File: src/hdl/lbsf_pkg.sv
// Shared constants, types and state encodings of the log packet framer.
package lbsf_pkg;

  // Payload and header geometry.
  localparam int unsigned MAX_PAYLOAD_BYTES = 8;
  localparam int unsigned HDR_BYTES = 7;
  localparam int unsigned HDR_W = 8 * HDR_BYTES;
  localparam int unsigned HDR_CNT_W = $clog2(HDR_BYTES);
  localparam int unsigned LEN_W = 4;

  // Byte queue between the front and the back.
  localparam int unsigned FIFO_DEPTH = 4;
  localparam int unsigned FIFO_PTR_W = $clog2(FIFO_DEPTH);
  localparam int unsigned FIFO_CNT_W = $clog2(FIFO_DEPTH + 1);

  // Stuffing constants.
  localparam logic [7:0] FLAG_BYTE   = 8'h7e;
  localparam logic [7:0] ESC_BYTE    = 8'h7d;
  localparam logic [7:0] ESC_XOR     = 8'h20;
  localparam logic [7:0] START_RESET = 8'h7e;

  // Buffer fill count saturates at this value.
  localparam int unsigned FILL_W = 9;
  localparam logic [FILL_W-1:0] FILL_LIMIT = 9'd256;

  typedef enum logic [1:0] {
    F_IDLE,
    F_HDR,
    F_PAY
  } front_state_e;

  // One raw byte handed from the front to the back.
  typedef struct packed {
    logic [7:0] data;
    logic       raw;      // Sent as is, never escaped.
    logic       restart;  // Clear the fill count before this byte.
    logic       last;     // Final byte of the packet.
  } tok_t;

endpackage

File: src/hdl/lbsf_front.sv
// Front part: accepts a packet and splits it into raw bytes in frame order.
module lbsf_front import lbsf_pkg::*; (
  input  logic                 clk_i,
  input  logic                 rst_ni,
  input  logic                 in_valid_i,
  output logic                 in_stall_o,
  input  logic                 new_buffer_i,
  input  logic [31:0]          stamp_ms_i,
  input  logic [15:0]          channel_id_i,
  input  logic [63:0]          payload_i,
  input  logic [LEN_W-1:0]     payload_len_i,
  input  logic [7:0]           start_byte_i,
  input  logic                 fifo_full_i,
  output logic                 push_o,
  output tok_t                 tok_o
);

  localparam logic [HDR_CNT_W-1:0] HDR_LAST = HDR_CNT_W'(HDR_BYTES - 1);
  localparam logic [LEN_W-1:0] LEN_MAX = LEN_W'(MAX_PAYLOAD_BYTES);

  front_state_e         state_q, state_d;
  logic [HDR_W-1:0]     hdr_q, hdr_d;
  logic [HDR_CNT_W-1:0] hdr_cnt_q, hdr_cnt_d;
  logic [63:0]          pay_q, pay_d;
  logic [LEN_W-1:0]     rem_q, rem_d;
  logic                 restart_q, restart_d;
  logic                 accept;
  logic [LEN_W-1:0]     len_eff;
  logic [2:0]           pay_idx;

  assign accept  = (state_q == F_IDLE) && in_valid_i;
  assign len_eff = (payload_len_i > LEN_MAX) ? LEN_MAX : payload_len_i;
  assign pay_idx = 3'(rem_q - LEN_W'(1));

  // Next state.
  always_comb begin
    state_d = state_q;
    unique case (state_q)
      F_IDLE: begin
        if (in_valid_i) state_d = F_HDR;
      end
      F_HDR: begin
        if (push_o && (hdr_cnt_q == HDR_LAST)) begin
          state_d = (rem_q == '0) ? F_IDLE : F_PAY;
        end
      end
      F_PAY: begin
        if (push_o && (rem_q == LEN_W'(1))) state_d = F_IDLE;
      end
      default: state_d = F_IDLE;
    endcase
  end

  // Outputs: the byte offered to the queue.
  always_comb begin
    in_stall_o    = (state_q != F_IDLE);
    push_o        = (state_q != F_IDLE) && !fifo_full_i;
    tok_o.data    = (state_q == F_PAY) ? pay_q[{pay_idx, 3'b000} +: 8] : hdr_q[HDR_W-1 -: 8];
    tok_o.raw     = (state_q == F_HDR) && (hdr_cnt_q == '0);
    tok_o.restart = restart_q;
    tok_o.last    = ((state_q == F_HDR) && (hdr_cnt_q == HDR_LAST) && (rem_q == '0)) ||
                    ((state_q == F_PAY) && (rem_q == LEN_W'(1)));
  end

  // Packet holding registers: load on accept, step on each push.
  always_comb begin
    hdr_d     = hdr_q;
    hdr_cnt_d = hdr_cnt_q;
    pay_d     = pay_q;
    rem_d     = rem_q;
    restart_d = restart_q;
    if (accept) begin
      hdr_d     = {start_byte_i, stamp_ms_i, channel_id_i};
      hdr_cnt_d = '0;
      pay_d     = payload_i;
      rem_d     = len_eff;
      restart_d = new_buffer_i;
    end else if (push_o) begin
      restart_d = 1'b0;
      if (state_q == F_HDR) begin
        hdr_d     = {hdr_q[HDR_W-9:0], 8'h00};
        hdr_cnt_d = hdr_cnt_q + HDR_CNT_W'(1);
      end else begin
        rem_d = rem_q - LEN_W'(1);
      end
    end
  end

  always_ff @(posedge clk_i or negedge rst_ni) begin
    if (!rst_ni) begin
      state_q <= F_IDLE;
    end else begin
      state_q <= state_d;
    end
  end

  always_ff @(posedge clk_i) begin
    hdr_q     <= hdr_d;
    hdr_cnt_q <= hdr_cnt_d;
    pay_q     <= pay_d;
    rem_q     <= rem_d;
    restart_q <= restart_d;
  end

endmodule

File: src/hdl/lbsf_fifo.sv
// Short byte queue that decouples the front from the back.
module lbsf_fifo import lbsf_pkg::*; (
  input  logic clk_i,
  input  logic rst_ni,
  input  logic push_i,
  input  tok_t tok_i,
  output logic full_o,
  input  logic pop_i,
  output logic valid_o,
  output tok_t tok_o
);

  tok_t                  entry_q [FIFO_DEPTH];
  logic [FIFO_PTR_W-1:0] wr_ptr_q, rd_ptr_q;
  logic [FIFO_CNT_W-1:0] cnt_q;
  logic                  do_push, do_pop;

  assign full_o  = (cnt_q == FIFO_CNT_W'(FIFO_DEPTH));
  assign valid_o = (cnt_q != '0);
  assign tok_o   = entry_q[rd_ptr_q];
  assign do_push = push_i && !full_o;
  assign do_pop  = pop_i && valid_o;

  // Pointers and occupancy.
  always_ff @(posedge clk_i or negedge rst_ni) begin
    if (!rst_ni) begin
      wr_ptr_q <= '0;
      rd_ptr_q <= '0;
      cnt_q    <= '0;
    end else begin
      if (do_push) wr_ptr_q <= wr_ptr_q + FIFO_PTR_W'(1);
      if (do_pop)  rd_ptr_q <= rd_ptr_q + FIFO_PTR_W'(1);
      if (do_push && !do_pop) begin
        cnt_q <= cnt_q + FIFO_CNT_W'(1);
      end else if (do_pop && !do_push) begin
        cnt_q <= cnt_q - FIFO_CNT_W'(1);
      end
    end
  end

  // Entry storage.
  always_ff @(posedge clk_i) begin
    if (do_push) entry_q[wr_ptr_q] <= tok_i;
  end

endmodule

File: src/hdl/lbsf_back.sv
// Back part: escapes bytes, tracks the buffer position and drives the output word.
module lbsf_back import lbsf_pkg::*; (
  input  logic       clk_i,
  input  logic       rst_ni,
  input  logic       fifo_valid_i,
  input  tok_t       tok_i,
  output logic       pop_o,
  output logic       out_valid_o,
  input  logic       out_stall_i,
  output logic [7:0] out_byte_o,
  output logic [7:0] byte_index_o,
  output logic       overflow_o,
  output logic       last_o
);

  logic              valid_q, valid_d;
  logic              esc_q, esc_d;
  logic [FILL_W-1:0] fill_q, fill_d;
  logic [7:0]        byte_q, byte_d;
  logic [7:0]        index_q, index_d;
  logic              ovf_q, ovf_d;
  logic              last_q, last_d;
  logic              can_load, emit, needs_esc;
  logic [FILL_W-1:0] base;

  assign can_load  = !valid_q || !out_stall_i;
  assign emit      = can_load && fifo_valid_i;
  assign needs_esc = !tok_i.raw && ((tok_i.data == FLAG_BYTE) || (tok_i.data == ESC_BYTE));
  // Position of the byte that goes out now.
  assign base      = tok_i.restart ? '0 : fill_q;

  // Escape sequencing and position bookkeeping.
  always_comb begin
    valid_d = valid_q;
    esc_d   = esc_q;
    fill_d  = fill_q;
    byte_d  = byte_q;
    index_d = index_q;
    ovf_d   = ovf_q;
    last_d  = last_q;
    pop_o   = 1'b0;
    if (emit) begin
      valid_d = 1'b1;
      ovf_d   = base[FILL_W-1];
      index_d = base[FILL_W-1] ? 8'hff : base[7:0];
      fill_d  = base[FILL_W-1] ? FILL_LIMIT : base + FILL_W'(1);
      if (needs_esc && !esc_q) begin
        byte_d = ESC_BYTE;
        last_d = 1'b0;
        esc_d  = 1'b1;
      end else begin
        byte_d = esc_q ? (tok_i.data ^ ESC_XOR) : tok_i.data;
        last_d = tok_i.last;
        esc_d  = 1'b0;
        pop_o  = 1'b1;
      end
    end else if (can_load) begin
      valid_d = 1'b0;
    end
  end

  always_ff @(posedge clk_i or negedge rst_ni) begin
    if (!rst_ni) begin
      valid_q <= 1'b0;
      esc_q   <= 1'b0;
      fill_q  <= '0;
    end else begin
      valid_q <= valid_d;
      esc_q   <= esc_d;
      fill_q  <= fill_d;
    end
  end

  always_ff @(posedge clk_i) begin
    byte_q  <= byte_d;
    index_q <= index_d;
    ovf_q   <= ovf_d;
    last_q  <= last_d;
  end

  assign out_valid_o  = valid_q;
  assign out_byte_o   = byte_q;
  assign byte_index_o = index_q;
  assign overflow_o   = ovf_q;
  assign last_o       = last_q;

endmodule

File: src/hdl/logger_packet_byte_stuffing_framer.sv
// Top level of the log packet framer with byte stuffing.
// A packet (start byte, four timestamp bytes, two id bytes and up to eight
// payload bytes, highest index first) leaves as one output word per cycle
// while the output is not stalled, an escaped byte taking two words, so 7 to
// 29 words in all. The front walks the packet one raw byte per cycle, while
// the queue is not full, into a four-entry queue and takes the next packet
// once it has queued the last byte, not while one is still being walked; the
// back has a single output register. The buffer position saturates at 256
// and reports overflow with index 255 until new_buffer clears it. The start
// byte register resets to 0x7e and must be written only while no packet is in
// flight.
module logger_packet_byte_stuffing_framer import lbsf_pkg::*; (
  input  logic             clk_i,
  input  logic             rst_ni,
  // Configuration write channel.
  input  logic             cfg_valid_i,
  output logic             cfg_ready_o,
  input  logic [7:0]       cfg_data_i,
  // Packet input channel.
  input  logic             in_valid_i,
  output logic             in_stall_o,
  input  logic             new_buffer_i,
  input  logic [31:0]      stamp_ms_i,
  input  logic [15:0]      channel_id_i,
  input  logic [63:0]      payload_i,
  input  logic [LEN_W-1:0] payload_len_i,
  // Byte output channel.
  output logic             out_valid_o,
  input  logic             out_stall_i,
  output logic [7:0]       out_byte_o,
  output logic [7:0]       byte_index_o,
  output logic             overflow_o,
  output logic             last_o
);

  logic [7:0] start_q;
  logic       push, fifo_full, fifo_valid, pop;
  tok_t       front_tok, back_tok;

  // Start byte register.
  assign cfg_ready_o = 1'b1;
  always_ff @(posedge clk_i or negedge rst_ni) begin
    if (!rst_ni) begin
      start_q <= START_RESET;
    end else if (cfg_valid_i && cfg_ready_o) begin
      start_q <= cfg_data_i;
    end
  end

  lbsf_front u_front (
    .clk_i         (clk_i),
    .rst_ni        (rst_ni),
    .in_valid_i    (in_valid_i),
    .in_stall_o    (in_stall_o),
    .new_buffer_i  (new_buffer_i),
    .stamp_ms_i    (stamp_ms_i),
    .channel_id_i  (channel_id_i),
    .payload_i     (payload_i),
    .payload_len_i (payload_len_i),
    .start_byte_i  (start_q),
    .fifo_full_i   (fifo_full),
    .push_o        (push),
    .tok_o         (front_tok)
  );

  lbsf_fifo u_fifo (
    .clk_i   (clk_i),
    .rst_ni  (rst_ni),
    .push_i  (push),
    .tok_i   (front_tok),
    .full_o  (fifo_full),
    .pop_i   (pop),
    .valid_o (fifo_valid),
    .tok_o   (back_tok)
  );

  lbsf_back u_back (
    .clk_i        (clk_i),
    .rst_ni       (rst_ni),
    .fifo_valid_i (fifo_valid),
    .tok_i        (back_tok),
    .pop_o        (pop),
    .out_valid_o  (out_valid_o),
    .out_stall_i  (out_stall_i),
    .out_byte_o   (out_byte_o),
    .byte_index_o (byte_index_o),
    .overflow_o   (overflow_o),
    .last_o       (last_o)
  );

`ifndef SYNTHESIS
  // The front never offers a byte to a full queue.
  a_no_push_when_full: assert property (@(posedge clk_i) disable iff (!rst_ni)
    push |-> !fifo_full)
    else $error("byte pushed into full queue");

  // An accepted packet keeps the input stalled until it has been walked.
  a_busy_after_accept: assert property (@(posedge clk_i) disable iff (!rst_ni)
    (in_valid_i && !in_stall_o) |=> in_stall_o)
    else $error("input not stalled after packet accept");

  // An overflowed position always reads as the top index.
  a_overflow_index: assert property (@(posedge clk_i) disable iff (!rst_ni)
    (out_valid_o && overflow_o) |-> (byte_index_o == 8'hff))
    else $error("overflow word without saturated index");
`endif

endmodule

File: config.mk
export PLATFORM = sky130hd
export DESIGN_NAME = logger_packet_byte_stuffing_framer
export DESIGN_NICKNAME = d
export VERILOG_FILES = /design/src/hdl/lbsf_pkg.sv /design/src/hdl/lbsf_front.sv /design/src/hdl/lbsf_fifo.sv /design/src/hdl/lbsf_back.sv /design/src/hdl/logger_packet_byte_stuffing_framer.sv
export SDC_FILE = /design/constraint.sdc
export NUM_CORES = 1
export LEC_CHECK = 0
export BUFFER_PORTS_ARGS = -buffer_cell sky130_fd_sc_hd__buf_2
export CAP_MARGIN = 20
export CORE_MARGIN = 4
export CORE_UTILIZATION = 42
export DETAILED_ROUTE_END_ITERATION = 7
export PLACE_DENSITY = 0.69
export SLEW_MARGIN = 20
export SYNTH_ARGS = -nofsm -noshare
export SYNTH_HDL_FRONTEND = slang
export SYNTH_SLANG_ARGS = --single-unit
File: constraint.sdc
create_clock -name clk_i -period 3.1 [get_ports clk_i]
set_input_delay 0.155 -clock clk_i [delete_from_list [all_inputs] [get_ports clk_i]]
set_output_delay 0.155 -clock clk_i [all_outputs]
set_load 0.05 [all_outputs]
Word level (Yosys, flattened, before mapping):

Memories as Yosys holds them, arrays and structs flattened.
Index checks and enable logic that the tools add are counted.

* memories kept: 1
* register bits: 174
* word-level logic and storage cells: 104
* input port bits: 130
* RAM bits: 44
* output and inout port bits: 21

Memories
* u_fifo.entry_q: depth 4, width 11, read ports 1, clocked after Yosys merged registers in 0, wr ports 1, line lbsf_fifo.sv:13 `tok_t entry_q [FIFO_DEPTH];`

* bitwise gates (word level): 1
* shift operators: 1
* $add $sub $neg: 7
* order comparisons: 1
* reductions and logical operators: 38
* equality and inequality tests: 11
* muxes and demuxes: 27

Operators by type and width (count)
* 56-bit 2-to-1 mux: 3
* 64-bit by 7-bit indexed part select with 8-bit output: 1
* 9-bit 2-to-1 mux: 2
* 8-bit by 7-bit equality test with 1-bit output (second input constant): 2
* 4-bit 2-to-1 mux: 4
* 1-bit logical AND: 15
* 2-bit nonzero test: 5
* 9-bit by 1-bit adder with 9-bit output (second input constant): 1
* 1-bit 2-to-1 mux: 9
* 2-bit 2-to-1 mux: 4
* 8-bit 2-to-1 mux: 1
* 1-bit zero test: 7
* 3-bit by 1-bit adder with 3-bit output (second input constant): 2
* 3-bit equality test (second input constant): 2
* 3-bit 2-to-1 mux: 2
* 6-bit 2-to-1 mux: 1
* 2-bit by 1-bit inequality test with 1-bit output (second input constant): 3
* 2-bit case mux with 3 select lines: 1
* 2-bit AND reduction: 3
* 2-bit by 1-bit adder with 2-bit output (second input constant): 2
* 4-bit by 1-bit equality test with 1-bit output (second input constant): 1
* 4-bit greater-than comparator (second input constant): 1
* 4-bit zero test: 1
* 4-bit by 1-bit subtractor with 4-bit output (second input constant): 1
* other kinds (10): 12

Longest topological paths before layout:

An unclocked memory read counts as a cell.

* word-level depth: 11
* mapped depth: 11
* mapped depth without buffers: 10

Modules after synthesis:

From an unflattened synthesis, not the netlist that was laid out.

* cell total of the unflattened synthesis: 647
* area total of the unflattened synthesis: 9232.6 µm²

Modules (own cells, without submodules)
* lbsf_front: cells each 426, area each 5532.8 µm², times used 1, seq. area each 3863.7 µm²
* lbsf_fifo: cells each 92, area each 2055.7 µm², times used 1, seq. area each 1496.4 µm²
* lbsf_back: cells each 110, area each 1293.7 µm², times used 1, seq. area each 815.8 µm²
* logger_packet_byte_stuffing_framer: cells each 19, area each 350.3 µm², times used 1, seq. area each 207.7 µm²

Worst setup path before layout:

Ideal clock, no wire load.

* kind: reg-to-reg
* start: reg u_front.state_q[1]
* end: reg u_front.rem_q[0], enable pin
* path slack: -300 ps
* period minus slack after synthesis: 3400 ps
* path buffers: 2
* data required time: 2789 ps
* library setup time: 311 ps
* cell stages (with the launch flop): 6
* data arrival time: 3089 ps
* cell sequence: dfrtp_1 -> nor2_1 -> and2_1 -> clkbuf_1 -> clkbuf_1 -> a21o_1

* word-level cells in the longest chain between the ends: 4
* elaborated cells between the ends (all ways): 8
* classes of those cells: 2 x eq/ne; 6 x reduce/logical

RTL lines
* start, declared: line lbsf_front.sv:21 `front_state_e state_q, state_d;`
* start signal, assigned: line lbsf_front.sv:93 `state_q <= state_d;`
* 2-bit zero test *: line lbsf_front.sv:31 `assign accept = (state_q == F_IDLE) && in_valid_i;`
* 1-bit logical AND *: line lbsf_front.sv:31
* via u_front.accept: line lbsf_front.sv:27 `logic accept;`
* 2-bit by 1-bit inequality test with 1-bit output (no line) or 2-bit nonzero test (tied branches)
* 2-bit AND reduction (no line) *
* end signal, assigned: line lbsf_front.sv:101 `rem_q <= rem_d;`
* end, declared: line lbsf_front.sv:25 `logic [LEN_W-1:0] rem_q, rem_d;`

The timed path passes the listed nets; every way through them passes the cells marked *.
A chain may end at the register's enable or synchronous reset.

Worst setup path in the final report:

* start: reg u_fifo.rd_ptr_q[1]
* end: reg u_fifo.cnt_q[2]

* word-level cells in the longest chain between the ends: 11
* elaborated cells between the ends (all ways): 15
* classes of those cells: 2 x eq/ne; 3 x mux; 9 x reduce/logical; 1 x memory

RTL lines
* start, declared: line lbsf_fifo.sv:14 `logic [FIFO_PTR_W-1:0] wr_ptr_q, rd_ptr_q;`
* start signal, assigned: line lbsf_fifo.sv:32 `if (do_pop) rd_ptr_q <= rd_ptr_q + FIFO_PTR_W'(1);`
* memory read 4 x 11 bit *
* 8-bit by 7-bit equality test with 1-bit output: line lbsf_back.sv:28 `assign needs_esc = !tok_i.raw && ((tok_i.data == FLAG_BYTE) || (tok_i.data == ESC_BYTE));`
* 1-bit logical OR: line lbsf_back.sv:28
* 1-bit logical AND *: line lbsf_back.sv:28
* 1-bit logical AND *: line lbsf_back.sv:47 `if (needs_esc && !esc_q) begin`
* 1-bit 2-to-1 mux *: line lbsf_back.sv:47
* 1-bit 2-to-1 mux *: line lbsf_back.sv:42 `if (emit) begin`
* 1-bit logical AND *: line lbsf_fifo.sv:22 `assign do_pop = pop_i && valid_o;`
* 1-bit zero test: line lbsf_fifo.sv:33 `if (do_push && !do_pop) begin`
* 1-bit logical AND: line lbsf_fifo.sv:33
* 3-bit 2-to-1 mux or 2-bit nonzero test (tied branches)
* end signal, assigned: line lbsf_fifo.sv:34 `cnt_q <= cnt_q + FIFO_CNT_W'(1);`
* end signal, assigned: line lbsf_fifo.sv:36 `cnt_q <= cnt_q - FIFO_CNT_W'(1);`
* end, declared: line lbsf_fifo.sv:15 `logic [FIFO_CNT_W-1:0] cnt_q;`

Mark *: on every way between the ends. The rest lies on a longest branch, timed or not.

==> flow_summary_export.csv <==
group,metric,value,unit
status,status,"finished, final reports clean",
timing,setup_violations,0,
power_and_ir_drop,leakage,4.66,nW
setup_path,crit-reg2reg-launch,"u_fifo.rd_ptr_q[1]",
setup_path,cp-endpoint,"u_fifo.cnt_q[2]",
route,wl_per_cell,18.4,um
timing,slew-limit-headroom,47.2,%
clocking,cts_tree,"built",
power_and_ir_drop,irDropWorstVdd,0.000565,V
grt,busiest_layer,"met2",
final_layout,fin_util,57.0,%
grt,met1_usage,19.9,%
final_layout,finalInstanceArea,11900,um2
clocking,clockBufferDepth,3,
place,postPlaceCellArea,9990,um2
synthesis,syn_area_per_cell,17.5,um2
route,antenna_left,0,
synthesis,synthXorXnorAreaFrac,1.18,%
timing,post-route-min-period,2.86,ns
timing,clock.fmax,350,MHz
clocking,post_cts_buffers,0,
power_and_ir_drop,power_density,904,nW/um2
clocking,clk_pin_slew_worst_paths,0.06,ns
grt,grt_use_total,16.9,%
setup_path,arrival,3.29,ns
floorplan,die_area,23600,um2
synthesis,syn_area,8920,um2
route,via_per_inst,5.00,
route,drt_iter0_drc,286,
setup_path,timing.rr.end,"u_fifo.cnt_q[2]",
clocking,cts_made_buffers,24,
place,port_buffers,149,
setup_path,cp-startpoint,"u_fifo.rd_ptr_q[1]",
timing,tightest_slew,0.791,ns
synthesis,synth_cells,509,
route,drt-total-wl,19900,um
final_layout,num-nets-final,936,
synthesis,synth_top_family_by_area,"multiplexers",
setup_path,crit_type,"flop to flop",
timing,finalHoldWorstSlack,0.00117,ns
grt,grt-ovfl-total,0,
synthesis,synth_compound_area_share,2.68,%
synthesis,yosys.area_share.simple,6.09,%
clocking,cts.sinks,218,
floorplan,initial_core_util,42.6,%
grt,use_met2,31.1,%
final_layout,area_growth,33.9,%
final_layout,drive_gt1_share,28.8,%
clocking,ctsHtreeMaxLevel,1,
synthesis,ys_seq_area_share,71.6,%
synthesis,synth_cell_type_count,50,
setup_path,required,3.53,ns
clocking,cts.repair.resized,0,
setup_path,path_max_fanout,12,
timing,finalCritPeriodShare,92.2,%
setup_path,reg2reg_slack,0.24,ns
timing,fin_skew,0.0175,ns
floorplan,pin_count,151,
grt,grt_pass1_wl,31700,um
flow_run,drv_cap,0,
setup_path,r2r_cells,10,
synthesis,synth.area.mux_share,15.0,%
timing,grt_setup_unrepaired,"no",
route,drcViolationCount,0,
synthesis,synth_nets,651,
floorplan,fp-row-count,53,
timing,fin_setup_tns,0,ns
synthesis,synth_fa_ha_area_share,1.77,%
synthesis,ys_ff_latch,218,
setup_path,end_kind,"flop",
clocking,clock_latency,0.52,ns
grt,met3_usage,3.83,%
setup_path,start_kind,"flop",
timing,hold_viol,0,
hold_path,hold_path_class,"input pin to flop",
grt,grt_pass1_vias,5940,
place,dp_hpwl,11700,um
grt,grt_max_degree,125,
timing,finalMaxSlewViolations,0,
synthesis,yosys_warnings,0,
clocking,root_buffer,"clkbuf_16",
floorplan,dieHeight,154,um
route,dr.pass1.iters,4,
grt,antenna_found_initial,1,
place,gp_congestion,0.778,
floorplan,die_x,154,um
floorplan,core,21000,um2
route,dr_total_vias,5430,
-- cells in the final DEF, fill, tap and decap left out, types with 3 or more instances in the layout --
cell type | synthesis | final
and2_1 | 9 | 8
and3_1 | 12 | 12
buf_2 | 7 | 149
buf_4 | 1 | 5
clkbuf_1 | 12 | 3
clkbuf_16 | 0 | 24
clkinv_1 | 0 | 9
clkinv_2 | 0 | 3
dfrtp_1 | 22 | 22
dfstp_2 | 6 | 6
dfxtp_1 | 3 | 3
dlygate4sd3_1 | 0 | 125
edfxtp_1 | 187 | 187
ha_1 | 11 | 11
inv_1 | 12 | 12
mux2_1 | 48 | 48
mux2_2 | 10 | 10
mux2i_1 | 8 | 8
mux4_2 | 27 | 27
nand2_1 | 20 | 20
nand2b_1 | 6 | 6
nand3_1 | 9 | 9
nor2_1 | 21 | 21
nor2b_1 | 4 | 4
nor3_1 | 6 | 6
nor3b_1 | 3 | 3
o21ai_0 | 3 | 3
o21ai_1 | 18 | 18
o31ai_1 | 4 | 4
xnor2_1 | 4 | 4
xor2_1 | 8 | 8
-- synthesized netlist by cell type (all sizes together) --
library cell    n  area [um2]
a211oi          1        7.51
a21o            1        7.51
a21oi           2        10.0
a22oi           1        7.51
a2bb2oi         1        8.76
a311oi          3        32.5
a31oi           1        6.26
a32o            1        10.0
and2            9        56.3
and3           12        75.1
and4            1        8.76
buf            10        57.6
clkbuf         12        45.0
conb            1        3.75
dfrtp          22         551
dfstp           6         158
dfxtp           3        60.1
edfxtp        187        5620
fa              1        20.0
ha             11         138
inv            12        45.0
mux2           58         653
mux2i           8        80.1
mux4           27         608
nand2          20        75.1
nand2b          6        37.5
nand3           9        45.0
nand3b          2        15.0
nor2           21        78.8
nor2b           4        25.0
nor3            6        30.0
nor3b           3        22.5
nor4b           1        23.8
nor4bb          1        10.0
o21ai          21         105
o21bai          1        7.51
o22ai           1        6.26
o31ai           4        30.0
or2             4        25.0
or3             1        6.26
or3b            1        8.76
xnor2           4        35.0
xor2            8        70.1
-- worst min path at each step --
| stage | startpoint | to | slack, ns | cells past startpoint |
|---|---|---|---|---|
| final | new_buffer_i | u_front.restart_q | 0.001 | 2 |
| after global routing | new_buffer_i | u_front.restart_q | 0.03 | 2 |
| after CTS | new_buffer_i | u_front.restart_q | 0.01 | 2 |
| after detailed placement | rst_ni | u_back.fill_q[2] | 0.25 | 1 |
| after global placement | rst_ni | u_back.out_valid_o | 0.24 | 1 |
| after floorplan | rst_ni | start_q[0] | -0.14 | 0 |
-- per-layer routing --
layer | part of all wire [%] | vias to the layer above | routed length (um)
met5 | 0 | - | 0
met4 | 2.7 | 0 | 530
met3 | 6.0 | 42 | 1200
met2 | 54 | 169 | 10700
met1 | 38 | 2691 | 7490
li1 | - | 2528 | -
-- flip-flops by register name, indices dropped and copies added (netlist names), 3 cells and up --
name,flops
u_back.out_byte_o,8
u_back.byte_index_o,8
u_front.hdr_q,56
u_fifo.cnt_q,3
u_front.rem_q,4
u_front.pay_q,64
u_back.fill_q,9
u_fifo.entry_q,44
u_front.hdr_cnt_q,3
start_q,8
-- through the flow --
stage	setup slack (ns)	power [W]	instances
floorplan	0.125	0.00724	509
global placement	0.317	0.00799	918
detailed placement	0.245	0.00817	918
CTS	0.207	0.0109	1084
global route	0.00409	0.0114	1085
finish	0.243	0.0108	1085
-- where the power goes --
part,switching [W],internal [W]
Sequential,0.000377,0.00461
Clock,0.00110,0.00149
Combinational,0.00194,0.00129
Total,0.00342,0.00739
-- layout make-up --
| type | count | area, um2 |
|---|---|---|
| diodes | 1 | 2.50 |
| clock buffers | 27 | 612 |
| clock inverters | 14 | 95.1 |
| fillers | 1638 | 9010 |
| inverters | 12 | 45.0 |
| multi-input cells | 257 | 2390 |
| flip-flops and latches | 218 | 6380 |
| well taps | 275 | 344 |
| repair buffers | 281 | 2070 |
-- repair_timing --
action,CTS,global route
endpoints found under the setup margin,0,0
hold buffers,125,0
hold endpoints to repair,146,0
-- critical path, cell delays in order, from the launching register on --
cell,delay (ns)
dfrtp_1,0.69
mux4_2,0.42
nor4b_4,0.33
a31oi_1,0.18
inv_1,0.09
ha_1,0.18
inv_1,0.06
fa_1,0.38
xor2_1,0.17
nor2_1,0.12
xor2_1,0.15
-- kinds of logic after synthesis --
group,after synthesis
adder cells (fa/ha/maj),12
buffers and inverters,34
multiplexers,93
XOR/XNOR,12
flip-flops,218
AO/OA/AOI/OAI,38
other,1
AND/OR/NAND/NOR,101
No activity file was read; power rests on OpenSTA's default activity.
